===== src/rtl/bifb_pkg.sv =====
// shared types and constants of the boot information framebuffer tag finder
package bifb_pkg;

    // one word of the boot information block
    typedef struct packed {
        logic [31:0] word;
        logic        first;
    } t_in_item;

    // one search result
    typedef struct packed {
        logic        status;
        logic [63:0] fb_address;
        logic [31:0] fb_pitch;
        logic [31:0] fb_width;
        logic [31:0] fb_height;
        logic [7:0]  fb_bpp;
        logic [7:0]  fb_kind;
    } t_out_item;

    localparam logic        STATUS_FOUND     = 1'b0;
    localparam logic        STATUS_NOT_FOUND = 1'b1;

    localparam logic [31:0] FB_TAG_TYPE    = 32'd8;
    localparam logic [31:0] MIN_BLOCK_SIZE = 32'd8;
    localparam logic [31:0] ALIGN_ADD      = 32'd7;
    localparam logic [31:0] ALIGN_MASK     = ~32'd7;

    localparam logic [32:0] WORD_BYTES     = 33'd4;
    localparam logic [32:0] FIRST_TAG_OFS  = 33'd8;

    // framebuffer tag field offsets relative to the tag start
    localparam logic [32:0] REL_ADDR_LO = 33'd8;
    localparam logic [32:0] REL_ADDR_HI = 33'd12;
    localparam logic [32:0] REL_PITCH   = 33'd16;
    localparam logic [32:0] REL_WIDTH   = 33'd20;
    localparam logic [32:0] REL_HEIGHT  = 33'd24;
    localparam logic [32:0] REL_BPP     = 33'd28;

endpackage


===== src/rtl/boot_info_framebuffer_tag_finder_unit.sv =====
// top level of the boot information framebuffer tag finder
//
// usage:
//   the input channel (i_in_valid / o_in_ready / i_in_data) takes the boot
//   information block one 32-bit little-endian word per request; first = 1
//   marks word 0, the total size, and restarts the search at any time
//   the output channel (o_out_valid / i_out_ready / o_out_data) returns at
//   most one result per block: found with the framebuffer fields, or not
//   found with all fields zero
// throughput and timing:
//   one word per cycle while no result waits; every word is parsed in the
//   cycle it is accepted, so a result is registered in the cycle after its
//   last word (framebuffer bpp, end tag, zero advance, block end, short block)
// stall:
//   the output register parts the channels; while it holds a result the
//   block still takes words when the receiver takes the result in the same
//   cycle, and stops taking words only while the result waits
// reset:
//   synchronous active-low i_rst_n returns to idle, drops any pending result
//   and ignores words until the next first word
module boot_info_framebuffer_tag_finder_unit (
    input  logic                 i_clk,
    input  logic                 i_rst_n,
    input  logic                 i_in_valid,
    output logic                 o_in_ready,
    input  bifb_pkg::t_in_item   i_in_data,
    output logic                 o_out_valid,
    input  logic                 i_out_ready,
    output bifb_pkg::t_out_item  o_out_data
);
    import bifb_pkg::*;

    // parser phases
    typedef enum logic [2:0] {
        PH_IDLE,
        PH_HDR,
        PH_TYPE,
        PH_SIZE,
        PH_SKIP,
        PH_FB,
        PH_DONE
    } t_phase;

    t_phase      r_phase, n_phase;
    logic [32:0] r_byte_ofs, n_byte_ofs;       // offset of the incoming word
    logic [31:0] r_block_total, n_block_total;
    logic [32:0] r_tag_start, n_tag_start;
    logic [32:0] r_next_tag, n_next_tag;
    logic        r_kind_zero, n_kind_zero;     // current tag type is the end type
    logic [31:0] r_addr_lo, n_addr_lo;
    logic [31:0] r_addr_hi, n_addr_hi;
    logic [31:0] r_pitch, n_pitch;
    logic [31:0] r_width, n_width;
    logic [31:0] r_height, n_height;

    logic        r_out_valid;
    t_out_item   r_out_data;

    logic        accept;
    logic        emit;
    t_out_item   n_out_data;

    t_phase      eff_phase;       // phase after a skip reaches the next tag
    logic [32:0] eff_tag_start;
    logic [31:0] aligned;
    logic [32:0] size_next;
    logic [32:0] rel;
    logic [31:0] w;

    // the output register frees up when empty or when it is taken now
    assign o_in_ready  = !r_out_valid || i_out_ready;
    assign accept      = i_in_valid && o_in_ready;
    assign o_out_valid = r_out_valid;
    assign o_out_data  = r_out_data;

    assign w = i_in_data.word;

    // skipping ends on the type word of the next tag
    always_comb begin
        if (r_phase == PH_SKIP && r_byte_ofs == r_next_tag) begin
            eff_phase     = PH_TYPE;
            eff_tag_start = r_next_tag;
        end else begin
            eff_phase     = r_phase;
            eff_tag_start = r_tag_start;
        end
    end

    // tag size rounded up to 8 with 32-bit wrap, added to the tag start
    assign aligned   = (w + ALIGN_ADD) & ALIGN_MASK;
    assign size_next = eff_tag_start + {1'b0, aligned};
    assign rel       = r_byte_ofs - eff_tag_start;

    always_comb begin
        n_phase       = r_phase;
        n_byte_ofs    = r_byte_ofs;
        n_block_total = r_block_total;
        n_tag_start   = r_tag_start;
        n_next_tag    = r_next_tag;
        n_kind_zero   = r_kind_zero;
        n_addr_lo     = r_addr_lo;
        n_addr_hi     = r_addr_hi;
        n_pitch       = r_pitch;
        n_width       = r_width;
        n_height      = r_height;
        emit          = 1'b0;
        n_out_data    = '0;
        n_out_data.status = STATUS_NOT_FOUND;

        if (accept) begin
            if (i_in_data.first) begin
                // new block: word 0 is the total size
                n_block_total = w;
                n_byte_ofs    = WORD_BYTES;
                n_tag_start   = FIRST_TAG_OFS;
                if (w <= MIN_BLOCK_SIZE) begin
                    emit    = 1'b1;
                    n_phase = PH_DONE;
                end else begin
                    n_phase = PH_HDR;
                end
            end else begin
                n_tag_start = eff_tag_start;
                unique case (eff_phase)
                    PH_HDR: begin
                        n_phase    = PH_TYPE;
                        n_byte_ofs = r_byte_ofs + WORD_BYTES;
                    end
                    PH_TYPE: begin
                        n_kind_zero = (w == '0);
                        n_phase     = (w == FB_TAG_TYPE) ? PH_FB : PH_SIZE;
                        n_byte_ofs  = r_byte_ofs + WORD_BYTES;
                    end
                    PH_SIZE: begin
                        // end tag, zero advance or block end all stop the search
                        if ((r_kind_zero && w == '0) || aligned == '0 ||
                            size_next >= {1'b0, r_block_total}) begin
                            emit    = 1'b1;
                            n_phase = PH_DONE;
                        end else begin
                            n_next_tag = size_next;
                            n_phase    = PH_SKIP;
                            n_byte_ofs = r_byte_ofs + WORD_BYTES;
                        end
                    end
                    PH_SKIP: begin
                        n_byte_ofs = r_byte_ofs + WORD_BYTES;
                    end
                    PH_FB: begin
                        n_byte_ofs = r_byte_ofs + WORD_BYTES;
                        if (rel == REL_ADDR_LO) begin
                            n_addr_lo = w;
                        end else if (rel == REL_ADDR_HI) begin
                            n_addr_hi = w;
                        end else if (rel == REL_PITCH) begin
                            n_pitch = w;
                        end else if (rel == REL_WIDTH) begin
                            n_width = w;
                        end else if (rel == REL_HEIGHT) begin
                            n_height = w;
                        end else if (rel == REL_BPP) begin
                            // last field word completes the framebuffer result
                            emit                  = 1'b1;
                            n_phase               = PH_DONE;
                            n_byte_ofs            = r_byte_ofs;
                            n_out_data.status     = STATUS_FOUND;
                            n_out_data.fb_address = {r_addr_hi, r_addr_lo};
                            n_out_data.fb_pitch   = r_pitch;
                            n_out_data.fb_width   = r_width;
                            n_out_data.fb_height  = r_height;
                            n_out_data.fb_bpp     = w[7:0];
                            n_out_data.fb_kind    = w[15:8];
                        end
                    end
                    default: begin
                        // idle or done: words outside a block are dropped
                    end
                endcase
            end
        end
    end

    always_ff @(posedge i_clk) begin
        if (!i_rst_n) begin
            r_phase       <= PH_IDLE;
            r_byte_ofs    <= '0;
            r_block_total <= '0;
            r_tag_start   <= '0;
            r_next_tag    <= '0;
            r_kind_zero   <= 1'b0;
            r_out_valid   <= 1'b0;
        end else begin
            r_phase       <= n_phase;
            r_byte_ofs    <= n_byte_ofs;
            r_block_total <= n_block_total;
            r_tag_start   <= n_tag_start;
            r_next_tag    <= n_next_tag;
            r_kind_zero   <= n_kind_zero;
            if (emit) begin
                r_out_valid <= 1'b1;
            end else if (i_out_ready) begin
                r_out_valid <= 1'b0;
            end
        end
    end

    // payload holds, no reset
    always_ff @(posedge i_clk) begin
        r_addr_lo <= n_addr_lo;
        r_addr_hi <= n_addr_hi;
        r_pitch   <= n_pitch;
        r_width   <= n_width;
        r_height  <= n_height;
        if (emit) begin
            r_out_data <= n_out_data;
        end
    end

endmodule

===== config.mk =====
export PLATFORM = sky130hd
export DESIGN_NAME = boot_info_framebuffer_tag_finder_unit
export DESIGN_NICKNAME = d
export VERILOG_FILES = /design/src/rtl/bifb_pkg.sv /design/src/rtl/boot_info_framebuffer_tag_finder_unit.sv
export SDC_FILE = /design/constraint.sdc
export NUM_CORES = 1
export LEC_CHECK = 0
export CAP_MARGIN = 0
export CELL_PAD_IN_SITES_DETAIL_PLACEMENT = 1
export CELL_PAD_IN_SITES_GLOBAL_PLACEMENT = 1
export CORE_UTILIZATION = 50
export CTS_BUF_LIST = sky130_fd_sc_hd__clkbuf_2
export CTS_CLUSTER_SIZE = 8
export DETAILED_ROUTE_END_ITERATION = 10
export DONT_BUFFER_PORTS = 1
export PLACE_DENSITY_LB_ADDON = 0.1
export SLEW_MARGIN = 20
export SYNTH_ARGS = -nofsm -noshare
export SYNTH_HDL_FRONTEND = slang
export SYNTH_SLANG_ARGS = --single-unit

===== constraint.sdc =====
create_clock -name i_clk -period 20.3 [get_ports i_clk]
set_input_delay 3.045 -clock i_clk [delete_from_list [all_inputs] [get_ports i_clk]]
set_output_delay 3.045 -clock i_clk [all_outputs]
set_load 0.03 [all_outputs]

Word-level counts from Yosys, hierarchy flattened
Cells that the tools add are included.
- $lt $le $gt $ge: 2
- mux-type cells: 37
- bitwise logic cells: 9
- reductions and logical operators: 25
- add/sub/neg operators: 4
- equality and inequality tests: 22
- operators by type and width (cell ; count):
    $mux 33 ; 10
    $mux 177 ; 1
    $eq 33x5->1 const B ; 4
    $pmux 33 s3 ; 1
    $eq 33x4->1 const B ; 2
    $logic_not 32->1 ; 2
    $add 33x3->33 const B ; 1
    $add 33x32->33 ; 1
    $eq 33x33->1 ; 1
    $ge 33x32->1 ; 1
    $sub 33x33->33 ; 1
    $add 32x3->32 const B ; 1
    $eq 32x4->1 const B ; 1
    $le 32x4->1 const B ; 1
    $mux 3 ; 10
    $ne 3x3->1 const B ; 7
    $reduce_and 8->1 ; 2
    $mux 1 ; 12
    $pmux 3 s4 ; 1
    $reduce_and 4->1 ; 3
    $eq 3x3->1 const B ; 3
    $not 1->1 ; 9
    $reduce_or 9->1 ; 1
    $ne 8x8->1 const B ; 1
    17 further kinds ; 22
- input port bits: 37
- output and inout bits: 179
- bits in registers: 473
- logic and storage cells: 118

Logic depth before layout (Yosys ltp)
- word-level depth: 15
- mapped depth: 35

Least setup slack after synthesis
No wires, ideal clock.
- kind: input -> register
- start point: in i_in_data[1] (netlist name)
- end point: reg r_out_data, in the netlist o_out_data[0], enable pin
- path slack: 4.108 ns
- arrival time: 15.475 ns
- stages: 26
- path buffers: 0
- data required time: 19.583 ns
- setup time: 0.717 ns
- path through: o31ai_1 nor3_1 and3_1 xor2_1 ha_1 a2111o_1 o22a_1 a31o_2 a22oi_1 a21oi_1 a21o_1 a21oi_1 xnor2_1 ha_1 nand4_1 or2_2 nor4_1 a221oi_1 o21ai_0 a221oi_1 o311ai_0 nor2b_1 mux2i_1 and2_1 o31ai_1 nor2_1
- word-level cells in the longest chain between the ends: 8
- elaborated cells between the ends (all ways): 14
- those cells by class: 2 x add/sub; 2 x order compare; 5 x mux; 5 x reduce/logical
- RTL lines (what ; RTL line ; text):
    start: declaration ; boot_info_framebuffer_tag_finder_unit.sv:26 ; input bifb_pkg::t_in_item i_in_data,
    $add 32x3->32 ; boot_info_framebuffer_tag_finder_unit.sv:90 ; assign aligned = (w + ALIGN_ADD) & ALIGN_MASK;
    $add 33x32->33 ; boot_info_framebuffer_tag_finder_unit.sv:91 ; assign size_next = eff_tag_start + {1'b0, aligned};
    net size_next[23] ; boot_info_framebuffer_tag_finder_unit.sv:66 ; logic [32:0] size_next;
    $ge 33x32->1 ; boot_info_framebuffer_tag_finder_unit.sv:137 ; size_next >= {1'b0, r_block_total}) begin
    $logic_or 1x1->1 ; boot_info_framebuffer_tag_finder_unit.sv:136 ; if ((r_kind_zero && w == '0) || aligned == '0 ||
    $mux 1 ; boot_info_framebuffer_tag_finder_unit.sv:136 ;
    $pmux 1 s2 ; boot_info_framebuffer_tag_finder_unit.sv:124 ; unique case (eff_phase)
    $mux 1 ; boot_info_framebuffer_tag_finder_unit.sv:111 ; if (i_in_data.first) begin
    $mux 1 ; boot_info_framebuffer_tag_finder_unit.sv:110 ; if (accept) begin
    net emit ; boot_info_framebuffer_tag_finder_unit.sv:60 ; logic emit;
    end signal: assignment ; boot_info_framebuffer_tag_finder_unit.sv:215 ; r_out_data <= n_out_data;
    end: declaration ; boot_info_framebuffer_tag_finder_unit.sv:57 ; t_out_item r_out_data;
The timed path passes the listed nets, and every way through them passes these cells.
A chain may end at the register's enable or synchronous reset.

Final worst setup path
- start point: in i_in_data[1] (netlist name)
- end point: reg r_out_data, in the netlist o_out_data[41], enable pin
Same word-level chain as after synthesis.

==> summary.txt <==
Setup path
  – Critical-path top delay cell: o31ai_1
  – CP arrival: around 10,000 ps
  – CP peak stage delay: 760 ps
  – CP max FO: 177
  – WP data required: 20,980 ps
  – Worst Setup End Kind: flip-flop
  – Startpoint type of the worst setup path: input port
  – Crit Path Class: in -> reg

Yosys
  – EDFF count, synth: between 300 and 400
  – Syn Inst Count: 2,098
  – Largest family of logic cells by synthesized area: simple AND/OR/NAND/NOR gates
  – Compound-Gate Fraction of Synth Area: about a tenth
  – Net Count, Synth: 2,228
  – XOR/XNOR share of the synthesized area: 3.57%
  – Ys Warns: 0
  – Adder-Cell Fraction of Synth Area: 5.07%
  – Unique masters post-synth: 76
  – Mux share of post-synthesis cell area: under 10%
  – Yosys reg bits: approximately 470
  – Fraction of registers with async set/reset: 0%
  – Synth Area per Inst: between 10 and 15 um2
  – Synthesized area: 23,100 um2
  – Main synth FF type: edfxtp_1
  – Post-Synth Simple-Gate Area: between 10% and 20%
  – Seq/Total Area, Yosys: between 50% and 60%

Die
  – Area of the die: between 40,000 and 50,000 um2
  – Die Y: approximately 220 um
  – I/O pins: 216
  – Core Area: roughly 45,000 um2
  – Initial cell density of the core: around half
  – Row count: a little under 80
  – Die width: 217 um

Clock tree
  – # hold bufs at CTS: 0
  – Post_cts resized: 0
  – Post-CTS Setup Bufs: 0
  – H-tree levels: 3
  – CTS tree: done
  – CTS Buffer Depth: 3
  – CTS buffer count: 111
  – Clock Latency Late Sink: 1130 ps
  – Clock transition at the registers of the reported paths: approximately 90 ps
  – CTS Root Cell: clkbuf_2
  – Clk sinks: about 470

Detailed routing
  – Initial DRC count: approximately 1,200
  – Post-Route WL: just over 70,000 um
  – Antenna-violating nets left: 0
  – DR vias: ~17,000
  – Routed WL per cell: 25.3 um
  – DR pass1 iterations: 5
  – DRC: 0
  – Vias per Instance: about 6.0

GRT
  – Total grt overflow: 0
  – All-Layer GR Usage: 30.4%
  – First-pass GRT wire length: around 110,000 um
  – Number of global-route vias before repair: about 18,000
  – Largest net degree at the start of global routing: about 180
  – Initial antenna violation count: 1

Layout
  – Fin util: between 50% and 60%
  – Post-Layout Cell Count: about 2,800
  – Fillers: between 4,000 and 5,000
  – Final instance area: between 20,000 and 25,000 um2
  – P&R area growth vs syn: 6.91%
  – Most frequent cells in the layout: edfxtp_1 (337), and2_1 (192), nand2_1 (183)
  – Layout cells sized above 1: approximately a tenth
  – Area of the multi-input gates: between 9000 and 10,000 um2
  – Reg area: about 13,000 um2
  – Nets@finish: around 2,300
  – Commonest non-fill, non-tap cell in the layout: edfxtp_1

STA
  – Max transition margin: ~28%
  – Worst hold slack: 464 ps
  – Setup TNS: 0 ps
  – Min Tclk post-route: between 9000 and 10,000 ps
  – Worst-margin pin slew: 1080 ps
  – Fin crit share: between 40% and 50%
  – Setup violators final: 0
  – Fin Clk Skew: 106 ps
  – RSZ-0062 raised after global routing: no
  – Max-slew violation count: 0
  – Fmax: 103 MHz
  – Endpoints failing hold: 0

Placement
  – I/O Buffers: 0
  – Inst Count DP: between 2,000 and 3,000
  – GP Congestion: ~0.90
  – Dpl cell area: ~24,000 um2
  – Post-DP HPWL: between 40,000 and 50,000 um

Status
  – Status: finished clean

Power and ir drop
  – Cell Pwr Density: around 74 nW/um2
  – Peak supply drop: about 0.058 mV
  – Static Leakage: 10.2 nW

Worst hold path
  – Hold/Removal Path Class: reg -> reg

Job
  – Max-Cap Viols: 0
[worst paths after layout]
check                           slack, ps                            from                             end  depth (start not counted)
worst max register to register      11090     r_byte_ofs[30]$_SDFFE_PN0P_    o_out_data[41]$_SDFFCE_PP0P_                         32
worst max-delay path                10590                    i_in_data[1]    o_out_data[41]$_SDFFCE_PP0P_                         27
worst min-delay path                  460  r_block_total[28]$_SDFFE_PN0P_  r_block_total[28]$_SDFFE_PN0P_                          2
worst min register to register        460  r_block_total[28]$_SDFFE_PN0P_  r_block_total[28]$_SDFFE_PN0P_                          2
[flip-flops by register name (all words and copies together) (netlist names)]
name and count:
r_addr_lo 32, r_next_tag 33, r_byte_ofs 31, r_height 32
r_width 32, r_tag_start 33, r_block_total 32, r_phase 3
o_out_data 177, r_addr_hi 32, r_pitch 32, o_out_valid 1
r_kind_zero 1
[cells by family after synthesis]
group           Yosys count
xor+xnor                 94
buf+inv                 189
fa+ha+maj                93
mux                      88
flops                   471
compound gates          377
simple gates            786
[power breakdown]
group | leakage, nW | switching [mW] | internal (mW) | total [mW]
registers | 4.38 | 0.0159 | 1.03 | 1.05
logic | 5.06 | 0.0876 | 0.0458 | 0.133
clock network | 0.795 | 0.409 | 0.236 | 0.644
total | 10.2 | 0.512 | 1.32 | 1.83
[layer usage]
metal,global-route usage (%),vias to the layer above,part of all wire (%)
li1,-,7757,-
met1,37.3,8572,42
met3,5.93,118,5.6
met4,13.4,0,3.3
met5,0,-,0
met2,52.1,538,49
[through the flow]
step                setup slack (ps)  power, mW
detailed placement              9660       1.20
finish                         10590       1.83
global placement                9960       1.20
CTS                            10830       1.84
floorplan                       4110       1.17
global route                   10200       1.89
[cells in the mapped netlist, types with 11 or more instances]
cell type | instances | share of area, %
o31ai_1 | 19 | 0.62
buf_4 | 15 | 0.49
ha_1 | 92 | 5.0
xnor2_1 | 59 | 2.2
nand4_1 | 34 | 0.92
edfxtp_1 | 337 | 44
mux2i_1 | 84 | 3.6
nand3_1 | 49 | 1.1
or4_1 | 11 | 0.36
o311ai_0 | 13 | 0.49
nor2_1 | 129 | 2.1
nor3_1 | 41 | 0.89
o21a_1 | 16 | 0.52
a21oi_1 | 120 | 2.6
and3_1 | 34 | 0.92
xor2_1 | 35 | 1.3
and2_1 | 192 | 5.2
a22oi_1 | 30 | 0.98
nor4_1 | 24 | 0.65
a21o_1 | 46 | 1.5
or3_1 | 23 | 0.62
nand2_1 | 184 | 3.0
dfxtp_1 | 134 | 12
clkbuf_1 | 70 | 1.1
o21ai_0 | 52 | 1.1
inv_1 | 93 | 1.5
o21bai_1 | 11 | 0.36
[area by class of cell]
cell class | count | share of cell area (%)
sequential | 471 | 51.9
tap | 600 | 3.04
multi-input combinational | 1438 | 38.8
clock inverter | 41 | 0.882
inverter | 93 | 1.42
timing repair buffer | 15 | 0.669
clock buffer | 165 | 3.35
antenna | 1 | 0.0101
[worst max-delay path, delay by kind of cell]
kind                     cells  cell delay [ps]
AND/OR/NAND/NOR              8             1840
adder cells (fa/ha/maj)      2              660
XOR/XNOR                     2              250
buffers and inverters        1              610
multiplexers                 1              490
AO/OA/AOI/OAI               13             3250
Power figures use the tool's default switching activity.
